## config.mk

```make
export PLATFORM = sky130hd
export DESIGN_NAME = aml_queue
export DESIGN_NICKNAME = d
export VERILOG_FILES = /design/src/design/aml_queue.sv
export SDC_FILE = /design/constraint.sdc
export NUM_CORES = 1
export LEC_CHECK = 0
export ABC_AREA = 1
export ABC_CLOCK_PERIOD_IN_PS = 2600
export BUFFER_PORTS_ARGS = -buffer_cell sky130_fd_sc_hd__buf_2
export CORE_MARGIN = 10
export CORE_UTILIZATION = 42
export CTS_BUF_LIST = sky130_fd_sc_hd__clkbuf_16
export DETAILED_ROUTE_END_ITERATION = 10
export PLACE_DENSITY = 0.69
export SETUP_SLACK_MARGIN = 0.3
export SLEW_MARGIN = 20
export SYNTH_ARGS = -nofsm -noshare
export SYNTH_HDL_FRONTEND = slang
export SYNTH_SLANG_ARGS = --single-unit
```

## constraint.sdc

```tcl
create_clock -name i_clk -period 2.6 [get_ports i_clk]
set_input_delay 0.13 -clock i_clk [delete_from_list [all_inputs] [get_ports i_clk]]
set_output_delay 0.13 -clock i_clk [all_outputs]
set_load 0.1 [all_outputs]
```

## src/design/aml_queue.sv

```systemverilog
// small register queue, one or two writes and one read per cycle
module aml_queue #(
    parameter int WIDTH = 8,
    parameter int DEPTH = 4
) (
    input  logic             i_clk,
    input  logic             i_rst_n,
    input  logic             i_push_a,
    input  logic [WIDTH-1:0] i_data_a,
    input  logic             i_push_b,
    input  logic [WIDTH-1:0] i_data_b,
    input  logic             i_pop,
    output logic [WIDTH-1:0] o_data,
    output logic             o_empty,
    output logic             o_full,
    output logic             o_room2
);

    localparam int PW = (DEPTH > 1) ? $clog2(DEPTH) : 1;
    localparam int CW = $clog2(DEPTH + 1);

    logic [WIDTH-1:0] r_mem [DEPTH];
    logic [PW-1:0]    r_wptr, n_wptr;
    logic [PW-1:0]    r_rptr, n_rptr;
    logic [CW-1:0]    r_cnt, n_cnt;
    logic [PW-1:0]    wptr_1;
    logic             pop_ok;

    function automatic logic [PW-1:0] inc(input logic [PW-1:0] p);
        return (p == PW'(DEPTH - 1)) ? '0 : p + PW'(1);
    endfunction

    assign o_empty = (r_cnt == '0);
    assign o_full  = (r_cnt == CW'(DEPTH));
    assign o_room2 = (r_cnt <= CW'(DEPTH - 2));
    assign o_data  = r_mem[r_rptr];
    assign pop_ok  = i_pop && !o_empty;
    assign wptr_1  = inc(r_wptr);

    always_comb begin
        n_wptr = r_wptr;
        if (i_push_a && i_push_b) begin
            n_wptr = inc(wptr_1);
        end else if (i_push_a) begin
            n_wptr = wptr_1;
        end
        n_rptr = pop_ok ? inc(r_rptr) : r_rptr;
        n_cnt  = r_cnt + CW'(i_push_a) + CW'(i_push_a && i_push_b) - CW'(pop_ok);
    end

    always_ff @(posedge i_clk) begin
        if (!i_rst_n) begin
            r_wptr <= '0;
            r_rptr <= '0;
            r_cnt  <= '0;
        end else begin
            r_wptr <= n_wptr;
            r_rptr <= n_rptr;
            r_cnt  <= n_cnt;
        end
    end

    always_ff @(posedge i_clk) begin
        if (i_push_a) begin
            r_mem[r_wptr] <= i_data_a;
        end
        if (i_push_a && i_push_b) begin
            r_mem[wptr_1] <= i_data_b;
        end
    end

endmodule

```

==> flow_metrics.tcl, run 1 <==
set metrics [dict create \
    detailroute.via_count 1627 \
    sequential_power_share_pct 31.9 \
    pwr-share-comb_pct 45.9 \
    clock_pin_slew_of_the_registers_on_the_worst_case_setup_and_hold_paths_ns 0.06 \
    internal_power_w 0.00139 \
    route.antenna.remaining_nets 0 \
    detail_route.wl_per_cell_um 13.4 \
    largest_family_of_logic_cells_by_synthesized_area "simple AND/OR/NAND/NOR gates" \
    place.gp.congestion 0.719 \
    grt_first_pass_wirelength_um 7670 \
    async_reset_ff_share_pct 0 \
    power.density_nw_per_um2 1060 \
    sequential_share_of_the_synthesized_area_pct 51.7 \
    synth_edf_count 32 \
    net-switching-power_w 0.00131 \
    clock_tree_from_tritoncts "built" \
    die_area_um2 8550 \
    cts_resized 0 \
    fp.dieW_um 92.5 \
    drt_first_iter_violations 70 \
    clock_power_share_pct 22.2 \
    fmax_ghz 0.486 \
    place.detailed.hpwl_um 3210 \
    htree_levels 2 \
    synth_compound_gate_area_share_pct 16.2 \
    initial_utilization_pct 43.2 \
    clock_insertion_delay_worst_skew_ns 0.28 \
    yosys.area_share.simple_pct 16.8 \
    number_of_remaining_drc_errors 0 \
    worst_hold_slack_ns 0.121 \
    category_of_the_worst_setup_path_launch_point "flip-flop" \
    fp.coreArea_um2 5110 \
    antenna_cells_inserted 0 \
    post_synth_xor_area_fraction_pct 0 \
    antenna_found_initial 0 \
    hold_bufs_at_cts 0 \
    cell_area_after_synthesis_um2 2210 \
    mostFrequentLayoutCells "sky130_fd_sc_hd__nand2_1, sky130_fd_sc_hd__edfxtp_1, sky130_fd_sc_hd__buf_2" \
    max_slew.worst_pin.slew_ns 0.544 \
    post-route-util_pct 49.7 \
    dr.pass1.iters 4 \
    slew_headroom_pct 63.7 \
    vias_per_cell 4.80 \
    dieHeight_um 92.5 \
    layout-drive-gt1-share_pct 22.3 \
    critical_path_arrival_ns 2.27 \
    setup_repair_after_global_routing_missed_its_margin "false" \
    post-route-period-util_pct 79.2 \
    critical_path_peak_fanout 5 \
    synth_ff_type "sky130_fd_sc_hd__edfxtp_1" \
    switching_fraction_pct 48.5 \
    synth.mux.area_fraction_pct 0 \
    first_global_vias 1653 \
    crit_type "reg -> reg" \
    timing.reg2reg.worst_path_depth 11 \
    post-cts-setup-buffer-count 0 \
    fin_skew_ns 0.00266 \
    maximum_number_of_pins_on_one_net_before_global_route_repair 18 \
    finish.net_count 300 \
    cts_root_buffer_type "sky130_fd_sc_hd__clkbuf_16" \
    yosys.area_share.adder_pct 6.92 \
    timing.setup.tns_ns 0 \
    placementRows 26 \
    final_common_cell "sky130_fd_sc_hd__nand2_1" \
    syn2layout_area_growth_pct 15.0 \
    critPathRequiredTime_ns 2.81 \
    holdPathStages 3 \
    place.port_buffers 31 \
    yosysWarnings 0 \
    post_synth_num_cell_types 23 \
    setup-violations-final 0 \
    final_number_of_hold_violating_endpoints 0 \
    outcome "finished clean" \
    syn_avg_cell_area_um2 9.31 \
    vdd_ir_drop_max_v 0.000508 \
    cts_made_buffers 5 \
    setup.worst_path.end_class "flip-flop" \
    global_route_congestion_overflow_total 0 \
    clock_sinks 41 \
    p_leak_nw 1.17 \
    synth-seq-cells 41 \
    maxSlewViolCount 0 \
    min_path_type "in -> reg" \
    synth_cells 237 \
    timing.max_cap.violations 0 \
    total_nets_after_synthesis 269 \
    period_needed_ns 2.06 \
    buffer_levels_on_the_longest_clock_path 2 \
    floorplan.io_pins 32 \
    routed_wirelength_um 4540 \
    grt_util_all_layers_pct 11.2 \
]
[sequential cells by signal, summed over array words and instances, names as in the netlist, named ones only]
name	count
r_cnt	3
r_mem	32
r_rptr	2
r_wptr	2
[worst max-delay path, cell delays in order, from the launching register on]
cell,delay [ns]
sky130_fd_sc_hd__dfxtp_2,0.33
sky130_fd_sc_hd__nor2_1,0.13
sky130_fd_sc_hd__nand2_2,0.11
sky130_fd_sc_hd__clkinvlp_4,0.08
sky130_fd_sc_hd__nor2_1,0.04
sky130_fd_sc_hd__ha_1,0.26
sky130_fd_sc_hd__inv_1,0.05
sky130_fd_sc_hd__fa_2,0.33
sky130_fd_sc_hd__fa_1,0.39
sky130_fd_sc_hd__inv_1,0.07
sky130_fd_sc_hd__o21ai_0,0.07
sky130_fd_sc_hd__a21oi_1,0.12
[cell families after synthesis]
kind of cell	count (synthesis)
buffers and inverters	36
adder cells (fa/ha/maj)	11
AND/OR/NAND/NOR	87
AO/OA/AOI/OAI	62
flip-flops	41
[layout make-up]
type / count / area, µm²
fillers: 503 / 2570
flip-flops and latches: 41 / 1140
multi-input cells: 160 / 891
repair buffers: 31 / 155
clock buffers: 5 / 125
inverters: 29 / 120
well taps: 70 / 87.6
clock inverters: 3 / 17.5
[per-stage QoR]
stage	worst slack [ns]	cell area, µm²	instances	power, W
CTS	0.534	2540	339	0.00271
finish	0.540	2540	339	0.00269
floorplan	0.287	2220	237	0.00191
detailed placement	0.553	2400	331	0.00212
global placement	0.624	2400	331	0.00210
global route	0.407	2540	339	0.00282
[metal layers]
metal  vias up  wire length [µm]  track usage [%]
met5         -                 0                0
met4         0                48             4.63
met3         5               200             3.31
met2        28              2390             20.3
met1       742              1890             11.9
li1        852                 -                -
[power groups by stage]
| stage | registers [W] | logic, W | clock network (W) |
|---|---|---|---|
| global route | 0.000873 | 0.00133 | 0.000621 |
| finish | 0.000860 | 0.00124 | 0.000596 |
| detailed placement | 0.000875 | 0.00125 | 0 |
| floorplan | 0.000844 | 0.00107 | 0 |
| CTS | 0.000861 | 0.00125 | 0.000603 |
| global placement | 0.000874 | 0.00123 | 0 |
[synth_stat cells (all sizes together), types with 2 or more instances]
cell,n,area (µm²)
nor2,25,93.8
nand3,3,15.0
a21oi,3,15.0
fa,2,40.0
dfxtp,9,180
nand2,57,251
buf,7,68.8
edfxtp,32,961
inv,29,116
o22ai,8,50.1
o21ai,49,275
ha,9,113
[final timing paths]
| path | from | end | slack [ns] |
|---|---|---|---|
| max | r_cnt[1] | r_cnt[2] | 0.54 |
| min | i_rst_n | r_cnt[1] | 0.12 |
| max reg2reg | r_cnt[1] | r_cnt[2] | 0.54 |
| min reg2reg | r_rptr[1] | flip-flop | 0.53 |
No activity file was read; power rests on OpenSTA's default activity.
==> run 2: changes to the inputs <==
ABC_AREA = 0   (was 1)
ABC_CLOCK_PERIOD_IN_PS = 1900   (was 2600)
PLACE_DENSITY = 0.68   (was 0.69)
clock period = 1.9 ns   (was 2.6 ns; I/O delays follow)
==> run 2 against run 1 <==
The flow now finishes with violations (negative setup slack). Maximum frequency rose by 3.2%. Global-route usage is 0.40 points lower. Via count fell by 22%. Count of clock-buffer cells in the layout unchanged. Total power is 40% higher. Synthesized cell count shrank 40%. Synthesized area increased by 3.7%. Non-clock buffer count up 6. Sequential power rose by 35%. Setup slack got worse by 0.64 ns.
==> flow_metrics.tcl, run 2 <==
set metrics [dict create \
    vdd_ir_drop_max_v 0.000628 \
    clock_insertion_delay_worst_skew_ns 0.28 \
    cts_made_buffers 5 \
    fp.coreArea_um2 5200 \
    placementRows 26 \
    critical_path_arrival_ns 2.17 \
    post_synth_num_cell_types 26 \
    placement.cell_area_um2 2560 \
    outcome "complete, but fails checks" \
    setup-violations-final 2 \
    placed_cells_incl_taps 245 \
    violations "negative setup slack" \
    p_leak_nw 1.20 \
    timing.hold.worst_endpoint "r_wptr[0]" \
    floorplan.io_pins 32 \
    crit_type "reg -> reg" \
    grt_first_pass_wirelength_um 7360 \
    holdPathStages 3 \
    synthDominantAreaCellType "sky130_fd_sc_hd__edfxtp_1" \
    timing.reg2reg.worst_path_depth 8 \
    vias_per_cell 4.98 \
    worst_r2r_endpoint "r_cnt[2]" \
    grt_util_all_layers_pct 10.8 \
    critical_path_peak_fanout 2 \
    max_slew.worst_pin.slew_ns 0.492 \
    synth_edf_count 32 \
    min_path_type "in -> reg" \
    buffer_levels_on_the_longest_clock_path 2 \
    final-instance-count-excl-fill 253 \
    worstHoldStart "i_push_b" \
    detail_route.wl_per_cell_um 18.2 \
    clock_sinks 41 \
    fmax_ghz 0.501 \
    dr.pass1.iters 4 \
    clock_tree_from_tritoncts "built" \
    reg2reg_from "r_cnt[2]" \
    setup_repair_after_global_routing_missed_its_margin "true" \
    async_reset_ff_share_pct 0 \
    period_needed_ns 1.99 \
    antenna_cells_inserted 0 \
    mostFrequentLayoutCells "sky130_fd_sc_hd__mux2_4, sky130_fd_sc_hd__edfxtp_1, sky130_fd_sc_hd__buf_2" \
    routed_wirelength_um 4610 \
    drt_first_iter_violations 36 \
    first_global_vias 1443 \
    die_area_um2 8800 \
    setup.worst_path.end_class "flip-flop" \
    dieHeight_um 93.8 \
    worst_hold_slack_ns 0.143 \
    design_area_um2 2870 \
    synth.top_cells.by_area "sky130_fd_sc_hd__edfxtp_1, sky130_fd_sc_hd__mux2_4, sky130_fd_sc_hd__dfxtp_1, sky130_fd_sc_hd__mux4_2, sky130_fd_sc_hd__ha_1" \
    maxSlewViolCount 0 \
    synth.top_cells.by_count "sky130_fd_sc_hd__edfxtp_1, sky130_fd_sc_hd__mux2_4, sky130_fd_sc_hd__nand2_1" \
    power.density_nw_per_um2 1320 \
    antenna_found_initial 0 \
    critPathRequiredTime_ns 2.07 \
    cts_root_buffer_type "sky130_fd_sc_hd__clkbuf_16" \
    syn2layout_area_growth_pct 25.6 \
    place.port_buffers 31 \
    clock_pin_slew_of_the_registers_on_the_worst_case_setup_and_hold_paths_ns 0.06 \
    finalWorstSetupSlack_ns -0.0948 \
    cell_area_after_synthesis_um2 2290 \
    synthDominantCellAreaShare_pct 42.0 \
    slew_headroom_pct 67.4 \
    fin_skew_ns 0.00196 \
    htree_levels 2 \
    fillerInstances 422 \
    synth_ff_type "sky130_fd_sc_hd__edfxtp_1" \
    multi_input_comb_area_um2 1120 \
    yosysWarnings 0 \
    layout-drive-gt1-share_pct 59.0 \
    post-route-period-util_pct 105 \
    registers.top_by_ff_count "r_mem" \
    synth_cells 143 \
    total_nets_after_synthesis 175 \
    category_of_the_worst_setup_path_launch_point "flip-flop" \
    largest_regs "r_mem (32), r_cnt (3)" \
    syn_avg_cell_area_um2 16.0 \
    timing.max_cap.violations 0 \
    fp.dieW_um 93.8 \
    route.antenna.remaining_nets 0 \
    number_of_remaining_drc_errors 0 \
    initial_utilization_pct 44.0 \
    maximum_number_of_pins_on_one_net_before_global_route_repair 14 \
    detailroute.via_count 1261 \
    regToRegSetupSlack_ns -0.09 \
    finish.net_count 214 \
    final_number_of_hold_violating_endpoints 0 \
    place.gp.congestion 0.729 \
    sequential_cell_area_um2 1150 \
    sequential_share_of_the_synthesized_area_pct 49.9 \
    global_route_congestion_overflow_total 0 \
    synth-seq-cells 41 \
    max_reg_flops 32 \
    place.detailed.hpwl_um 3360 \
]
run 2: cell count changes in the layout (fill, tap and decap cells not counted), sizes merged, moves of 2 or more:
| cell | before | now |
|---|---|---|
| o21ai | 49 | 4 |
| nand2 | 57 | 15 |
| mux2 | 0 | 32 |
| nor2 | 25 | 1 |
| inv | 28 | 9 |
| mux4 | 0 | 8 |
| o22ai | 8 | 0 |
| buf | 31 | 37 |
| and2 | 0 | 4 |
| nor3 | 1 | 3 |
| xnor2 | 0 | 2 |
run 2: how the worst max path moves through the flow:
stage	start	to	slack, ns	cells past startpoint
after floorplan	r_cnt[2]	r_cnt[2]	-0.11	8
after global placement	r_cnt[2]	r_cnt[2]	-0.06	8
after detailed placement	r_cnt[2]	r_cnt[2]	-0.12	8
after CTS	r_cnt[2]	r_cnt[2]	-0.13	8
after global routing	r_cnt[2]	r_cnt[2]	-0.15	8
final	r_cnt[2]	r_cnt[2]	-0.09	8
run 2: worst max-delay path: stages, from the launching register on:
cell	delay [ns]
sky130_fd_sc_hd__dfxtp_2	0.33
sky130_fd_sc_hd__o31ai_4	0.26
sky130_fd_sc_hd__inv_2	0.07
sky130_fd_sc_hd__ha_4	0.26
sky130_fd_sc_hd__inv_2	0.03
sky130_fd_sc_hd__fa_2	0.33
sky130_fd_sc_hd__fa_2	0.34
sky130_fd_sc_hd__xnor2_1	0.12
sky130_fd_sc_hd__and2_1	0.14
run 2: routing by layer:
metal	share of wire [%]	track usage, %
met1	39	11.6
met2	56	19.8
met3	3.8	3.36
met4	0.74	3.16
met5	0	0
run 2: cell type report:
cell class / instances / share of cell area [%]
clock buffer: 5 / 4.35
tap: 70 / 3.05
sequential: 41 / 39.9
multi-input combinational: 88 / 39.1
clock inverter: 3 / 0.609
timing repair buffer: 37 / 11.8
inverter: 9 / 1.18
run 2: cell families (layout without fill, tap and decap cells):
family / Yosys count / after routing / share of synthesized area [%]
flip-flops: 41 / 41 / 49.9
multiplexers: 40 / 40 / 28.9
AND/OR/NAND/NOR: 26 / 26 / 8.09
buffers and inverters: 14 / 54 / 3.39
adder cells (fa/ha/maj): 11 / 11 / 6.67
AO/OA/AOI/OAI: 9 / 9 / 2.35
XOR/XNOR: 2 / 2 / 0.766
run 2: timing repair:
item	4_1_cts	5_1_grt
hold buffers	0	0
setup buffers	0	0
gates resized for setup	29	19
endpoints found under the setup margin	44	28
cloned	0	0
pin swaps	1	0
run 2: power breakdown:
part | internal [W] | switching (W)
combinational | 0.000698 | 0.00112
sequential | 0.00109 | 0.0000726
clock | 0.000481 | 0.000323
total | 0.00227 | 0.00151
run 2: through the flow:
stage / power (W) / setup slack (ns) / setup TNS [ns] / utilization, %
floorplan: 0.00240 / -0.105 / -0.175 / -
global placement: 0.00264 / -0.0617 / -0.0870 / 49.3
detailed placement: 0.00270 / -0.116 / -0.196 / 49.3
CTS: 0.00367 / -0.128 / -0.217 / 53.8
global route: 0.00396 / -0.154 / -0.287 / 55.2
finish: 0.00378 / -0.0948 / -0.158 / 55.2
