`config.mk`:
```
export PLATFORM = sky130hd
export DESIGN_NAME = aml_front
export DESIGN_NICKNAME = d
export VERILOG_FILES = /design/src/design/aml_pkg.sv /design/src/design/aml_front.sv
export SDC_FILE = /design/constraint.sdc
export NUM_CORES = 1
export LEC_CHECK = 0
export BUFFER_PORTS_ARGS = -buffer_cell sky130_fd_sc_hd__buf_2
export CAP_MARGIN = 25
export CORE_ASPECT_RATIO = 0.8
export CORE_MARGIN = 2
export CORE_UTILIZATION = 25
export DETAILED_ROUTE_END_ITERATION = 16
export GPL_TIMING_DRIVEN = 0
export PLACE_DENSITY = 0.53
export SYNTH_ARGS = -nofsm -noshare
export SYNTH_HDL_FRONTEND = slang
export SYNTH_SLANG_ARGS = --single-unit
```
`constraint.sdc`:
```
create_clock -name i_clk -period 8.55 [get_ports i_clk]
set_input_delay 0.4275 -clock i_clk [delete_from_list [all_inputs] [get_ports i_clk]]
set_output_delay 0.4275 -clock i_clk [all_outputs]
set_load 0.02 [all_outputs]
```
`src/design/aml_pkg.sv`:
```
// shared types, codes and constants for the aggregate member layout block
package aml_pkg;

    localparam int MAX_MEMBERS_DEF = 65536;
    localparam int MIDQ_DEPTH_DEF  = 2;
    localparam int OUTQ_DEPTH_DEF  = 4;

    localparam logic [1:0] MODE_STRUCT  = 2'd0;
    localparam logic [1:0] MODE_UNION   = 2'd1;
    localparam logic [1:0] MODE_VARIANT = 2'd2;

    localparam logic [1:0] KIND_PACKED = 2'd1;
    localparam logic [1:0] KIND_BITF   = 2'd2;

    // operation decided by the front end
    localparam logic [1:0] OP_MAX   = 2'd0;
    localparam logic [1:0] OP_DISC  = 2'd1;
    localparam logic [1:0] OP_BITF  = 2'd2;
    localparam logic [1:0] OP_PLACE = 2'd3;

    localparam logic [1:0] ST_COMPLETE = 2'd0;
    localparam logic [1:0] ST_WAIT     = 2'd1;
    localparam logic [1:0] ST_OVF      = 2'd2;

    localparam logic RK_MEMBER  = 1'b0;
    localparam logic RK_SUMMARY = 1'b1;

    typedef struct packed {
        logic [63:0] member_size;
        logic [31:0] member_alignment;
        logic        layout_known;
        logic [1:0]  field_kind;
        logic [31:0] bf_width;
        logic        last_member;
    } t_in_item;

    typedef struct packed {
        logic        result_kind;
        logic [15:0] member_number;
        logic [63:0] byte_offset;
        logic [63:0] bit_offset;
        logic        member_missing;
        logic [1:0]  layout_status;
        logic [63:0] total_size;
        logic [31:0] total_alignment;
        logic        last_result;
    } t_result;

    typedef struct packed {
        logic [1:0]  op;
        logic        variant;
        logic        known;
        logic        last;
        logic [63:0] size;
        logic [31:0] align;
        logic [31:0] mask;
        logic [31:0] bw;
    } t_mid;

endpackage

```
`src/design/aml_front.sv`:
```
// front end: mode register, input register, alignment cleanup and member classification
module aml_front (
    input  logic             i_clk,
    input  logic             i_rst_n,
    input  logic             i_push,
    input  aml_pkg::t_in_item i_item,
    output logic             o_full,
    input  logic             i_cfg_we,
    input  logic [1:0]       i_cfg_data,
    output logic             o_mid_push,
    output aml_pkg::t_mid    o_mid,
    input  logic             i_mid_full
);

    logic          r_valid;
    logic          r_first;
    logic [1:0]    r_mode;
    aml_pkg::t_mid r_mid, n_mid;
    logic          accept;
    logic [31:0]   al_norm;

    function automatic logic [31:0] norm_align(input logic [31:0] a);
        logic [31:0] s;
        s = a;
        s = s | (s >> 1);
        s = s | (s >> 2);
        s = s | (s >> 4);
        s = s | (s >> 8);
        s = s | (s >> 16);
        s = s ^ (s >> 1);
        return (a == 32'd0) ? 32'd1 : s;
    endfunction

    assign o_full     = r_valid && i_mid_full;
    assign accept     = i_push && !o_full;
    assign o_mid_push = r_valid && !i_mid_full;
    assign o_mid      = r_mid;
    assign al_norm    = norm_align(i_item.member_alignment);

    always_comb begin
        n_mid         = '0;
        n_mid.variant = (r_mode == aml_pkg::MODE_VARIANT);
        n_mid.known   = i_item.layout_known;
        n_mid.last    = i_item.last_member;
        n_mid.size    = i_item.member_size;
        n_mid.bw      = i_item.bf_width;
        n_mid.align   = al_norm;
        unique case (r_mode)
            aml_pkg::MODE_UNION: begin
                n_mid.op = aml_pkg::OP_MAX;
            end
            aml_pkg::MODE_VARIANT: begin
                n_mid.op = r_first ? aml_pkg::OP_DISC : aml_pkg::OP_MAX;
            end
            default: begin
                if (i_item.field_kind == aml_pkg::KIND_BITF) begin
                    n_mid.op = aml_pkg::OP_BITF;
                end else begin
                    n_mid.op = aml_pkg::OP_PLACE;
                    if (i_item.field_kind == aml_pkg::KIND_PACKED) begin
                        n_mid.align = 32'd1;
                    end
                end
            end
        endcase
        n_mid.mask = n_mid.align - 32'd1;
    end

    always_ff @(posedge i_clk) begin
        if (!i_rst_n) begin
            r_valid <= 1'b0;
            r_first <= 1'b1;
            r_mode  <= aml_pkg::MODE_STRUCT;
        end else begin
            if (i_cfg_we) begin
                r_mode <= i_cfg_data;
            end
            if (accept) begin
                r_valid <= 1'b1;
                r_first <= i_item.last_member;
            end else if (!i_mid_full) begin
                r_valid <= 1'b0;
            end
        end
    end

    always_ff @(posedge i_clk) begin
        if (accept) begin
            r_mid <= n_mid;
        end
    end

endmodule

```
==> impl_metrics.env, run 1 <==
export IMPL_drive_above_1_share_pct=50.1
export IMPL_report_final_slew_viol_count=0
export IMPL_detailedRoute_firstIterationViolations=309
export IMPL_syn_instance_count=370
export IMPL_postSynthNetCount=511
export IMPL_timing_critical_path_fanout_max=10
export IMPL_die_area_um2=26400
export IMPL_synth_area_leaders="edfxtp_1 79%, nor2_1 2.2%, xnor2_1 1.4%"
export IMPL_crit_required_ns=8.74
export IMPL_route_met2_wl_um=9250
export IMPL_path_class="in -> reg"
export IMPL_cts_htree_levels=4
export IMPL_cts_resized=0
export IMPL_status="complete, no violations"
export IMPL_maxUsedRoutingLayer="met4"
export IMPL_drc=0
export IMPL_max_cap_violations=0
export IMPL_detail_route_wl_per_cell_um=18.9
export IMPL_cts_hold_buffers=0
export IMPL_m1WireLength_um=8280
export IMPL_grt_antenna_before_repair=0
export IMPL_synth_distinct_cells=51
export IMPL_globalplace_congestion=0.785
export IMPL_final_min_clock_period_ns=4.28
export IMPL_initial_core_util_pct=25.6
export IMPL_cells_traversed_along_the_worst_timing_path="buf_2, nor3_1, nand4_2, nor4_2, a21o_1, buf_4, a21o_1, or2_1, ha_1, clkbuf_1, inv_1, a211oi_1, a22o_1, nand2b_1, a22o_1"
export IMPL_max_slew_worst_pin_slew_ns=0.678
export IMPL_synth_enable_flop_cells=165
export IMPL_layout_nets=840
export IMPL_power_static_leakage_nw=3.64
export IMPL_maxClockFrequency_ghz=0.234
export IMPL_die_x_um=181
export IMPL_synth_async_sr_flop_share_pct=0
export IMPL_arrival_ns=4.47
export IMPL_crit_slowest_cell="nor3_1"
export IMPL_grt_setup_unrepaired="false"
export IMPL_final_hold_violation_count=0
export IMPL_finalWirelength_um=19500
export IMPL_cp_startpoint_kind="input port"
export IMPL_synth_ff_latch_count=169
export IMPL_groute_usage_overall_pct=14.5
export IMPL_irDropWorstVdd_mv=0.117
export IMPL_yosysSeqAreaShare_pct=80.2
export IMPL_worst_setup_path_end_kind="flip-flop"
export IMPL_worst_clock_skew_ns=0.00746
export IMPL_ys_warn_count=0
export IMPL_coreArea_um2=24500
export IMPL_clkLatencyLatePin_ns=0.43
export IMPL_tritoncts="done"
export IMPL_grt_ovfl_total=0
export IMPL_met3_wirelength_um=1760
export IMPL_grt_max_degree=35
export IMPL_fin_tns_setup_ns=0
export IMPL_number_of_global_route_vias_before_repair=4328
export IMPL_finalCritPeriodShare_pct=50.0
export IMPL_power_per_cell_area_nw_per_um2=224
export IMPL_avgViaCountPerCell=4.31
export IMPL_die_height_um=146
export IMPL_critPathMaxStageDelay_ns=0.52
export IMPL_ioPinCount=306
export IMPL_path_delay_family="simple AND/OR/NAND/NOR gates"
export IMPL_cts_buffer_depth=2
export IMPL_detailedPlacementHpwl_um=15200
export IMPL_post_cts_buffers=0
export IMPL_most_frequently_used_flop_master_after_synthesis="edfxtp_1"
export IMPL_syn_cell_area_um2=6270
export IMPL_portBuffers=305
export IMPL_cts_root_buf="clkbuf_16"
export IMPL_fp_row_count=51
export IMPL_cts_sinks=169
export IMPL_first_pass_grt_wire_length_um=28100
export IMPL_yosysTopAreaCell="edfxtp_1"
export IMPL_overall_power_consumption_w=0.00200
export IMPL_detailroute_via_count=4439
export IMPL_drtPass1Iterations=5
export IMPL_path_buf_inv=4
export IMPL_final_antenna_net_count=0
export IMPL_area_delta_synth_final_pct=42.3
export IMPL_synth_top_cell_area_share_pct=79.0
export IMPL_synth_area_per_cell_um2=17.0
export IMPL_numCtsBuffers=17
export IMPL_fillers=2433
export IMPL_relSlewSlack_pct=54.7
export IMPL_clock_transition_at_the_registers_of_the_reported_paths_ns=0.07
export IMPL_final_setup_viol_count=0
export IMPL_worst_hold_path_type="in -> reg"
==> layout by cell type, fill, tap and decap left out, types with 3 or more instances in the layout <==
cell	n
buf_2	306
edfxtp_1	165
nor2_1	36
clkbuf_16	17
nand2_1	16
nor3_1	14
inv_1	11
and3_1	10
xnor2_1	10
nor4_1	9
nand3_1	7
and2_1	5
clkbuf_1	5
o21ai_0	5
inv_8	5
or3_1	4
a21oi_1	4
nand2b_1	4
buf_12	4
dfxtp_1	4
nor4_4	3
or2_1	3
nand3b_1	3
a22o_1	3
o31ai_1	3
a31oi_1	3
nor2b_1	3
mux2i_1	3
clkinvlp_4	3
==> flip-flops by register name, summed over array words and instances (netlist names) <==
name / flops
r_valid: 1
o_mid: 165
r_mode: 2
r_first: 1
==> path summary, 6_finish.rpt <==
path	slack (ns)	depth (start not counted)	endpoint	startpoint
max	4.27	15	o_mid[52]	i_item[55]
min	0.17	1	o_mid[107]	i_item[79]
max reg2reg	4.65	15	o_mid[52]	r_mode[0]
min reg2reg	0.50	2	r_first	r_first
==> per-stage QoR <==
stage          worst slack, ns  cells  instance area, µm²  hold WS (ns)  util (%)
6_report                  4.27   1031                8930         0.165      36.4
5_1_grt                   3.81   1030                8920         0.136      36.4
4_1_cts                   4.24   1030                8920         0.138      36.4
3_5_place_dp              3.78    998                8310         0.489      33.9
3_3_place_gp             0.848    993                8200         0.479      33.5
2_1_floorplan             3.00    370                6280         0.441         -
==> synthesized netlist by cell type, types with 3 or more instances <==
library cell,count
a31oi_1,3
nand3_1,7
or3_1,4
nor3_1,14
nand3b_1,3
edfxtp_1,165
xnor2_1,10
clkbuf_1,4
nand2_1,16
and2_1,5
nor2_1,36
and3_1,10
dfxtp_1,4
o21ai_0,5
nor2b_1,4
o31ai_1,3
a22o_1,3
nor4_4,3
nand2b_1,4
nor4_1,9
mux2i_1,3
a21oi_1,4
or2_1,3
inv_1,11
==> metal layers <==
metal	GRT usage, %	vias up
met3	5.71	14
met4	3.94	0
li1	-	2086
met1	18.4	2113
met5	0	-
met2	23.1	226
==> layout make-up <==
class / instances / area [µm²] / area share (%)
clock buffer: 18 / 429 / 4.81
sequential: 169 / 5030 / 56.4
multi-input combinational: 182 / 1160 / 13.0
clock inverter: 14 / 181 / 2.03
tap: 318 / 398 / 4.46
inverter: 11 / 41.3 / 0.463
antenna: 1 / 2.50 / 0.0280
buffer: 8 / 50.0 / 0.561
timing repair buffer: 310 / 1630 / 18.3
==> power by group <==
part	leakage [nW]	internal, W	switching [W]
registers	1.60	0.000964	0.0000108
logic	1.74	0.0000722	0.000140
clock network	0.290	0.000445	0.000363
==> cell families (layout without fill, tap and decap cells) <==
logic type / after synthesis / count (layout) / synth area share [%]
buf+inv: 19 / 361 / 1.46
simple gates: 133 / 133 / 12.3
flops: 169 / 169 / 80.2
mux: 3 / 3 / 0.479
xor+xnor: 12 / 12 / 1.67
compound gates: 31 / 31 / 3.35
fa+ha+maj: 2 / 2 / 0.399
other cells: 1 / 2 / 0.0598
Power figures use the tool's default switching activity.
==> run 2: changes to the inputs <==
- ABC_AREA: default -> 1
- PLACE_DENSITY: 0.53 -> 0.52
- clock period: 8.55 -> 3.6 ns (I/O delays scaled with it)
==> run 2 against run 1 <==
  * Clock-buffer cell count shrank 1
  * Die area grew 18%
  * Setup slack worse by 3.9 ns
  * Non-clock buffer count rose by 99
  * Sequential share of layout area decreased by 11 points
  * Sequential cell count did not move
  * Sequential power grew 140%
  * Combinational power rose to 3.0 times the previous value
  * Clock skew rose by 0.011 ns
  * Critical path depth rose by 2
  * Register-to-register slack worse by 4.3 ns
==> impl_metrics.env, run 2 <==
export IMPL_status="complete, no violations"
export IMPL_cts_htree_levels=4
export IMPL_postSynthNetCount=801
export IMPL_final_common_cell="buf_2"
export IMPL_power_per_cell_area_nw_per_um2=442
export IMPL_cp_startpoint="r_mode[0]"
export IMPL_cts_root_buf="clkbuf_16"
export IMPL_postLayoutSetupSlackWorst_ns=0.397
export IMPL_area_delta_synth_final_pct=50.9
export IMPL_clkLatencyLatePin_ns=0.43
export IMPL_m1WireLength_um=10700
export IMPL_final_hold_violation_count=0
export IMPL_critPathCapture="o_mid[46]"
export IMPL_detailedRoute_firstIterationViolations=409
export IMPL_synth_async_sr_flop_share_pct=0
export IMPL_layout_nets=1231
export IMPL_fillers=2862
export IMPL_reg2reg_depth=17
export IMPL_die_x_um=197
export IMPL_first_pass_grt_wire_length_um=36800
export IMPL_worst_hold_path_type="in -> reg"
export IMPL_grt_antenna_before_repair=0
export IMPL_drive_above_1_share_pct=36.2
export IMPL_fin_tns_setup_ns=0
export IMPL_layout_cells_most_common_list="305 x buf_2, 165 x edfxtp_1, 136 x nand2_1"
export IMPL_most_frequently_used_flop_master_after_synthesis="edfxtp_1"
export IMPL_die_area_um2=31100
export IMPL_maxUsedRoutingLayer="met4"
export IMPL_synth_ff_latch_count=169
export IMPL_crit_required_ns=3.76
export IMPL_fin_area_um2=11200
export IMPL_finalCritPeriodShare_pct=89.0
export IMPL_maxClockFrequency_ghz=0.312
export IMPL_coreArea_um2=29300
export IMPL_yosysTopAreaCell="edfxtp_1"
export IMPL_timing_critical_path_fanout_max=10
export IMPL_final_min_clock_period_ns=3.20
export IMPL_arrival_ns=3.36
export IMPL_path_class="reg -> reg"
export IMPL_report_final_slew_viol_count=0
export IMPL_max_slew_worst_pin_slew_ns=1.01
export IMPL_grt_max_degree=36
export IMPL_clock_transition_at_the_registers_of_the_reported_paths_ns=0.08
export IMPL_drc=0
export IMPL_cts_resized=0
export IMPL_syn_instance_count=660
export IMPL_synth_enable_flop_cells=165
export IMPL_finalWirelength_um=25100
export IMPL_ff2ff_setup_slack_ns=0.40
export IMPL_cts_hold_buffers=101
export IMPL_final_antenna_net_count=0
export IMPL_cts_buffer_depth=2
export IMPL_synth_top_cell_area_share_pct=66.8
export IMPL_met3_wirelength_um=1650
export IMPL_post_dp_cell_area_um2=9530
export IMPL_yosysMostFrequentCell="edfxtp_1"
export IMPL_detailroute_via_count=6234
export IMPL_max_cap_violations=0
export IMPL_timing_rr_end="o_mid[46]"
export IMPL_cts_sinks=169
export IMPL_yosys_top_cells_count="165 x edfxtp_1, 136 x nand2_1, 119 x nor2_1"
export IMPL_antennaDiodeCount=0
export IMPL_synth_area_leaders="edfxtp_1 67%, nand2_1 6.9%, nor2_1 6.0%"
export IMPL_ys_warn_count=0
export IMPL_groute_usage_overall_pct=16.0
export IMPL_synth_area_per_cell_um2=11.2
export IMPL_ioPinCount=306
export IMPL_synth_distinct_cells=41
export IMPL_irDropWorstVdd_mv=0.299
export IMPL_yosysSeqAreaShare_pct=67.8
export IMPL_relSlewSlack_pct=31.9
export IMPL_tritoncts="done"
export IMPL_globalplace_congestion=0.892
export IMPL_fp_row_count=56
export IMPL_numCtsBuffers=17
export IMPL_syn_cell_area_um2=7420
export IMPL_cp_startpoint_kind="flip-flop"
export IMPL_grt_setup_unrepaired="false"
export IMPL_worst_setup_path_end_kind="flip-flop"
export IMPL_number_of_global_route_vias_before_repair=6298
export IMPL_r2r_start="r_mode[0]"
export IMPL_largest_register_ffs=165
export IMPL_detail_route_wl_per_cell_um=17.0
export IMPL_final_setup_viol_count=0
export IMPL_route_met2_wl_um=12400
export IMPL_dpl_worst_slack_ns=0.298
export IMPL_drtPass1Iterations=8
export IMPL_detailedPlacementHpwl_um=19400
export IMPL_overall_power_consumption_w=0.00495
export IMPL_power_static_leakage_nw=5.18
export IMPL_portBuffers=305
export IMPL_die_height_um=158
export IMPL_post_cts_buffers=0
export IMPL_grt_ovfl_total=0
export IMPL_avgViaCountPerCell=4.21
export IMPL_initial_core_util_pct=25.3
export IMPL_worst_clock_skew_ns=0.0184
==> run 2: cell types whose count changed after synthesis, sizes merged, moves of 10 or more <==
cell,delta
nor2,+105
nand3,+24
nor4,-13
and3,-10
o211ai,+19
nand2,+134
inv,+70
==> run 2: layout make-up <==
| type | instances | area, µm² | share of cell area [%] |
|---|---|---|---|
| flip-flops and latches | 169 | 5030 | 45.0 |
| repair buffers | 411 | 2650 | 23.6 |
| multi-input cells | 401 | 2040 | 18.2 |
| well taps | 377 | 472 | 4.21 |
| clock buffers | 17 | 425 | 3.80 |
| inverters | 84 | 320 | 2.86 |
| clock inverters | 15 | 229 | 2.04 |
| plain buffers | 6 | 33.8 | 0.302 |
==> run 2: worst min path at each step <==
stage                startpoint         end  slack [ns]  cells after the start
floorplan               i_rst_n     r_first        0.26                      1
global placement    i_item[120]  o_mid[148]        0.36                      1
detailed placement  i_item[126]  o_mid[154]        0.36                      1
CTS                    i_cfg_we   r_mode[0]       0.009                      3
global route           i_cfg_we   r_mode[0]        0.04                      3
finish                 i_cfg_we   r_mode[0]        0.03                      3
==> run 2: kinds of logic (layout without fill, tap and decap cells) <==
kind of cell	after synthesis	in the layout	share of synthesized area, %
AO/OA/AOI/OAI	40	40	3.93
adder cells (fa/ha/maj)	2	2	0.337
other	1	1	0.0505
flip-flops	169	169	67.8
XOR/XNOR	5	5	0.590
AND/OR/NAND/NOR	353	353	22.5
buffers and inverters	90	533	4.77
==> run 2: where the power goes <==
group / total, W / switching, W / internal, W
Sequential: 0.00232 / 0.0000288 / 0.00229
Clock: 0.00198 / 0.000897 / 0.00109
Combinational: 0.000644 / 0.000393 / 0.000251
Total: 0.00495 / 0.00132 / 0.00363
==> run 2: critical path, cell delays in order, from the launching register on <==
cell,delay [ns]
dfxtp_1,0.32
inv_1,0.05
ha_1,0.37
inv_2,0.22
nor2_1,0.07
inv_1,0.23
nand2_8,0.10
buf_6,0.16
buf_4,0.19
nor3_1,0.31
inv_1,0.08
ha_1,0.25
nand2_1,0.13
nor2_4,0.07
nand2_2,0.15
nor2_4,0.07
nand2_1,0.06
nand2_1,0.07
==> run 2: metal layers <==
metal	global-route usage, %	up-vias
met5	0	-
met4	4.44	0
met1	19.9	2922
met2	28.0	217
li1	-	3078
met3	3.60	17
==> run 2: through the flow <==
step / std cells / util, % / hold WS (ns)
3_3_place_gp: 1342 / 32.2 / 0.357
6_report: 1480 / 38.2 / 0.0284
5_1_grt: 1480 / 38.2 / 0.0368
4_1_cts: 1480 / 38.2 / 0.00910
3_5_place_dp: 1347 / 32.6 / 0.358
2_1_floorplan: 660 / - / 0.265
